===== src/rtl/core/qaar_pkg.sv =====
// Shared types and constants for the quaternion axis-angle rotation block.
// Holds the field types, the pipeline stage counts and the CORDIC arctangent table.
// No dependencies.
package qaar_pkg;

    typedef logic signed [31:0] vec_t;
    typedef logic signed [15:0] axis_t;
    typedef logic        [15:0] angle_t;
    typedef logic        [15:0] mag_t;
    typedef logic signed [31:0] unit_t;
    typedef logic signed [32:0] trig_t;
    typedef logic signed [63:0] prod_t;
    typedef logic signed [34:0] tq_t;
    typedef logic signed [32:0] rq_t;

    typedef struct packed {
        vec_t x;
        vec_t y;
        vec_t z;
        logic zero;
    } side_t;

    localparam int SQRT_STAGES = 32;
    localparam int QUOT_W      = 31;
    localparam int DIV_STAGES  = QUOT_W;
    localparam int NORM_LAT    = SQRT_STAGES + DIV_STAGES + 1;
    localparam int POST_STAGES = 7;
    localparam int ATAN_STEPS  = 24;

    localparam trig_t       CORDIC_GAIN = 33'sd652032874;
    localparam logic [30:0] HALF_PI     = 31'd1686629713;

    localparam prod_t HALF_LSB29 = 64'sd268435456;
    localparam prod_t HALF_LSB30 = 64'sd536870912;
    localparam prod_t HALF_LSB31 = 64'sd1073741824;

    localparam vec_t ROT_MAX = 32'sh7fff_ffff;
    localparam vec_t ROT_MIN = 32'sh8000_0000;

    // atan(2^-i) in Q30
    function automatic trig_t atan_q30(input logic [4:0] idx);
        trig_t r;
        unique case (idx)
            5'd0:    r = 33'sd843314856;
            5'd1:    r = 33'sd497837829;
            5'd2:    r = 33'sd263043836;
            5'd3:    r = 33'sd133525158;
            5'd4:    r = 33'sd67021686;
            5'd5:    r = 33'sd33543515;
            5'd6:    r = 33'sd16775850;
            5'd7:    r = 33'sd8388437;
            5'd8:    r = 33'sd4194282;
            5'd9:    r = 33'sd2097149;
            5'd10:   r = 33'sd1048575;
            5'd11:   r = 33'sd524287;
            5'd12:   r = 33'sd262143;
            5'd13:   r = 33'sd131071;
            5'd14:   r = 33'sd65535;
            5'd15:   r = 33'sd32767;
            5'd16:   r = 33'sd16383;
            5'd17:   r = 33'sd8191;
            5'd18:   r = 33'sd4095;
            5'd19:   r = 33'sd2047;
            5'd20:   r = 33'sd1023;
            5'd21:   r = 33'sd511;
            5'd22:   r = 33'sd255;
            5'd23:   r = 33'sd127;
            default: r = '0;
        endcase
        return r;
    endfunction

endpackage


===== src/rtl/core/qaar_cordic.sv =====
// Pipelined rotation-mode CORDIC giving cos and sin of the half angle in Q30.
// A seed register, one micro-rotation per stage, then an output register. Depends on qaar_pkg.
module qaar_cordic
    import qaar_pkg::*;
#(
    parameter int STEPS = 16
)
(
    input  logic   clk,
    input  logic   en,
    input  angle_t angle,
    output trig_t  cos_q30,
    output trig_t  sin_q30
);

    trig_t x_reg    [STEPS+1];
    trig_t y_reg    [STEPS+1];
    trig_t z_reg    [STEPS+1];
    logic  quad_reg [STEPS+1];
    trig_t x_next   [STEPS+1];
    trig_t y_next   [STEPS+1];
    trig_t z_next   [STEPS+1];
    trig_t cos_reg;
    trig_t sin_reg;
    trig_t cos_next;
    trig_t sin_next;
    logic [45:0] zprod;

    // seed with the gain, rotate by each arctangent in turn
    always_comb
    begin
        zprod     = 46'(angle[14:0]) * 46'(HALF_PI);
        x_next[0] = CORDIC_GAIN;
        y_next[0] = '0;
        z_next[0] = {2'b00, zprod[45:15]};
        for (int i = 0; i < STEPS; i++)
        begin
            if (!z_reg[i][32])
            begin
                x_next[i+1] = x_reg[i] - (y_reg[i] >>> i);
                y_next[i+1] = y_reg[i] + (x_reg[i] >>> i);
                z_next[i+1] = z_reg[i] - atan_q30(5'(i));
            end
            else
            begin
                x_next[i+1] = x_reg[i] + (y_reg[i] >>> i);
                y_next[i+1] = y_reg[i] - (x_reg[i] >>> i);
                z_next[i+1] = z_reg[i] + atan_q30(5'(i));
            end
        end
        // second quadrant of the half angle
        if (quad_reg[STEPS])
        begin
            cos_next = -y_reg[STEPS];
            sin_next = x_reg[STEPS];
        end
        else
        begin
            cos_next = x_reg[STEPS];
            sin_next = y_reg[STEPS];
        end
    end

    always_ff @(posedge clk)
    begin
        if (en)
        begin
            for (int i = 0; i <= STEPS; i++)
            begin
                x_reg[i] <= x_next[i];
                y_reg[i] <= y_next[i];
                z_reg[i] <= z_next[i];
                if (i == 0)
                    quad_reg[i] <= angle[15];
                else
                    quad_reg[i] <= quad_reg[i-1];
            end
            cos_reg <= cos_next;
            sin_reg <= sin_next;
        end
    end

    assign cos_q30 = cos_reg;
    assign sin_q30 = sin_reg;

endmodule

===== config.mk =====
export PLATFORM = sky130hd
export DESIGN_NAME = qaar_cordic
export DESIGN_NICKNAME = d
export VERILOG_FILES = /design/src/rtl/core/qaar_pkg.sv /design/src/rtl/core/qaar_cordic.sv
export SDC_FILE = /design/constraint.sdc
export NUM_CORES = 2
export LEC_CHECK = 0
export BUFFER_PORTS_ARGS = -buffer_cell sky130_fd_sc_hd__clkbuf_2
export CORE_MARGIN = 3
export CORE_UTILIZATION = 60
export DETAILED_ROUTE_END_ITERATION = 12
export PLACE_DENSITY = 0.85
export SLEW_MARGIN = 20
export SYNTH_ARGS = -nofsm -noshare
export SYNTH_HDL_FRONTEND = slang
export SYNTH_SLANG_ARGS = --single-unit

===== constraint.sdc =====
create_clock -name clk -period 10.4 [get_ports clk]
set_input_delay 0.52 -clock clk [delete_from_list [all_inputs] [get_ports clk]]
set_output_delay 0.52 -clock clk [all_outputs]
set_load 0.03 [all_outputs]

==> results <==
- The floorplan step defined a die boundary enclosing between 200000 and 250000 µm².
- The global-route wire length before repair is between 400 and 500 mm.
- The arrival time of data at the critical path endpoint is 6540 ps.
- The die is between 400 and 500 µm wide.
- The multi-input combinational cells in the finished layout cover a total of between 80000 and 90000 µm².
- The slowest stage of the critical path belongs to the cell fa_1.
- Clock-pin slew was measured on the worst setup and hold paths at approximately 60 ps.
- The kind of cell adding the most delay to the critical path is adder cells.
- The min-delay analysis places its worst path in the category primary input to flip-flop.
- Setup violations remaining at the end of the flow were counted as 0.
- The share of synthesized registers carrying an async set or reset is 0.
- For the pin with the worst max-slew slack, the measured transition is 1080 ps.
- The final count of pins violating max slew was 0.
- The ratio of cells with drive above 1 in the final layout is 0.0456.
- For this run, the total global-route usage over all layers was measured as 0.267.
- The number of flip-flops in the largest register is between 400 and 500.
- Buffers inserted during clock tree synthesis total between 150 and 200.
- The tool flagged a number of max-cap violations equal to 0.
- The final layout contains between 15000 and 20000 nets.
- The post-detailed-routing wire length is roughly 300 mm.
- Ranked by total cell area, the synthesized netlist is headed by edfxtp_1 (35%), ha_1 (14%), xnor2_1 (8.0%), a21oi_1 (5.3%), xor2_1 (3.8%).
- The run finished with clean final reports.
- Registers take between 40000 and 50000 µm².
- During synthesis, Yosys emitted a total of 0 warnings.
- The total global routing overflow is 0.
- The share of synthesized area in the top cell type comes to 0.349.
- The layout overhead on the synthesized area is 7.00%.
- The global placement routability congestion is roughly 0.99.
- In the finished design, the share of the clock period the worst path needs comes to 0.573.
- The critical register-to-register path endpoint is x_reg[1][262]$_DFFE_PP_.
- The routed layout has ~100k vias.
- The port buffer count is 83.
- The fmax is between 150 and 200 MHz.
- STA classifies the critical path startpoint as a primary input.
- edfxtp_1 takes more of the synthesized area than any other cell.
- The clock tree synthesis step divided the H-tree into 4 levels.
- The overall die height is between 400 and 500 µm.
- For this block, the initial DRC count from the detailed router was slightly above 8000.
- The residual DRC count is 0.
- The tree is rooted in a clkbuf_16.
- The TritonCTS clock tree is yes.
- The half-perimeter wire length after detailed placement is 234 mm.
- In this run the worst path has a maximum fanout of 6.
- The cell repeated most along the worst path is fa_1.
- The flip-flop and latch count after synthesis is 1501.
- In the synthesized netlist, the number of instances is between 10000 and 15000.
- The number of nets with antenna violations after routing is 0.
- The via count of the first global-routing pass was a little under 100k.
- The post-detailed-route via-to-cell ratio is between 6 and 7.
- The buffer depth of the longest clock path is 3.
- The critical path contains buffers and inverters numbering 6 combined.
- The final critical path time including I/O delays and setup is around 6000 ps.
- The number of antenna violations at the first check in global routing is 1.
- The pin count of the biggest net entering global routing is between 150 and 200.
- Of the synthesized area, sequential elements account for 0.349.
- The worst register-to-register path begins at y_reg[1][212]$_DFFE_PP_.
- The worst pin sits at a relative slew slack of 0.264.
- The most used flip-flop cell after synthesis is edfxtp_1.
- The routed length per placed instance is 18.6 µm.
- In this run the post-CTS setup repair buffer count came out at 0.
- The starting density of the core is 0.606.
- The count of flip-flops with a built-in enable after synthesis is 1501.
- Setup repair after global routing left no endpoint under its margin.
- The area of the core is ~210000 µm².
- The slack of the worst reg-to-reg path is roughly 4900 ps.
- The clock arrives with 25.4 ps of skew.
- On the worst path, the slowest cell contributes a delay of 600 ps.
- The mapped netlist covers about 130000 µm².
- The count of endpoints failing hold in the final timing report is 0.
- The floorplan has approximately 170 rows.
- Traced cell by cell, the critical path runs through clkbuf_2 -> inv_1 -> fa_1 -> fa_1 -> inv_1 -> fa_1 -> fa_1 -> inv_1 -> fa_1 -> inv_1 -> fa_1 -> ha_1 -> a21o_1 -> a21o_1 -> a221oi_1 -> o21ai_0 -> buf_4 -> nand3_1 -> nand3_1 -> and2_1 -> a41o_1 -> a211o_1 -> xnor2_1.
- Fill cells in the final layout number 16617.
- The number of optimization iterations in the first detailed-route pass is 8.
- Clock tree synthesis found a total of 1501 sinks.
- The boundary pin count is 84.
- The mean post-synth cell area is about 9.7 µm².
- The element type at the critical path end is a flip-flop.
- The critical path is of the primary input to flip-flop type.
- The hold path endpoint is x_reg[1][29]$_DFFE_PP_.
- The worst-case reg-to-reg path depth is 17.
- For the worst setup path, the data required time is ~11000 ps.
- The number of cells on the worst hold path is 1.
- The start point of the worst hold path is en.
- The clock latency at the later pin of the worst-skew pair is between 800 and 900 ps.
- The setup TNS is 0 ps.
- The netlist uses slightly above 90 different library cells.
layer usage:
metal,up-vias,track usage,wire length [µm]
li1,49420,-,-
met1,47499,0.328,123000
met2,3437,0.468,148000
met3,820,0.0327,18300
met4,0,0.121,14500
met5,-,0,0
cells in the final DEF (no fill, tap or decap), types with 36 or more instances in the layout:
cell,instances
a21oi_1,1375
o21ai_0,570
or2_2,53
a21o_1,657
xnor2_1,1181
nor2b_1,187
nand4_1,114
a211oi_1,122
o31a_1,36
fa_1,175
nor4_1,85
o211ai_1,56
nor2_1,1088
a21boi_0,43
buf_4,47
or3_1,73
o21a_1,197
nand3_1,230
nor3b_1,43
and2_1,83
edfxtp_1,1501
mux2_2,120
inv_1,755
a31oi_1,167
xor2_1,567
nand2_1,572
o31ai_1,80
and3_1,147
mux2i_1,66
ha_1,1479
o21bai_1,157
o41ai_1,41
nand2b_1,154
nor3_1,375
clkbuf_2,82
clkbuf_16,170
clkbuf_1,36
a211o_1,36
cells in the mapped netlist, drive strengths merged (31+ instances only):
cell type     n
a2111oi      34
a211o        36
a211oi      122
a21boi       45
a21o        657
a21oi      1375
a31o         31
a31oi       167
and2         83
and3        147
and4         31
buf          38
clkbuf      185
edfxtp     1501
fa          175
ha         1479
inv         755
mux2        121
mux2i        66
nand2       572
nand2b      156
nand3       230
nand4       114
nor2       1088
nor2b       187
nor3        375
nor3b        44
nor4         88
o211ai       56
o21a        197
o21ai       574
o21bai      157
o31a         36
o31ai        80
o41ai        41
or2          54
or3          74
or4          35
xnor2      1181
xor2        567
stage by stage:
step	instance area (µm²)	worst slack (ps)	hold slack, ps	cells	util
global route	138000	4080	204	16322	0.648
finish	138000	4440	198	16322	0.648
CTS	138000	4420	179	16320	0.648
floorplan	129000	4210	400	13276	-
global placement	133000	3550	403	16010	0.623
detailed placement	133000	3500	405	16010	0.623
what timing repair did:
item	4_1_cts	5_1_grt
hold endpoints to repair	1	0
hold buffers	1	0
gates resized for setup	0	0
how the worst max path moves through the flow:
stage | from | slack (ps) | cells after the start | to
5_1_grt | angle[3] | 4080 | 23 | z_reg[0][30]$_DFFE_PP_
3_3_place_gp | angle[3] | 3550 | 23 | z_reg[0][30]$_DFFE_PP_
6_report | angle[3] | 4440 | 23 | z_reg[0][30]$_DFFE_PP_
2_1_floorplan | angle[0] | 4210 | 21 | z_reg[0][30]$_DFFE_PP_
4_1_cts | angle[1] | 4420 | 23 | z_reg[0][30]$_DFFE_PP_
3_5_place_dp | angle[1] | 3500 | 23 | z_reg[0][30]$_DFFE_PP_
area by class of cell:
cell class | instances | area share
multi-input cells | 10796 | 0.581
flip-flops and latches | 1501 | 0.326
clock buffers | 206 | 0.0318
well taps | 2821 | 0.0256
inverters | 756 | 0.0206
clock inverters | 103 | 0.00749
repair buffers | 137 | 0.00662
diodes | 2 | 0.0000363
cells by family (layout without fill, tap and decap cells):
logic type,Yosys count,after routing,share of synthesized area
AO/OA/AOI/OAI,3878,3878,0.191
XOR/XNOR,1748,1748,0.119
adder cells (fa/ha/maj),1654,1654,0.171
buffers and inverters,979,1202,0.0285
flip-flops,1501,1501,0.349
multiplexers,187,187,0.0157
other,1,4,0.0000291
AND/OR/NAND/NOR,3327,3327,0.126
Power is not shown: default switching activity piles up to over one toggle a cycle in this logic, so the estimate is an artifact.
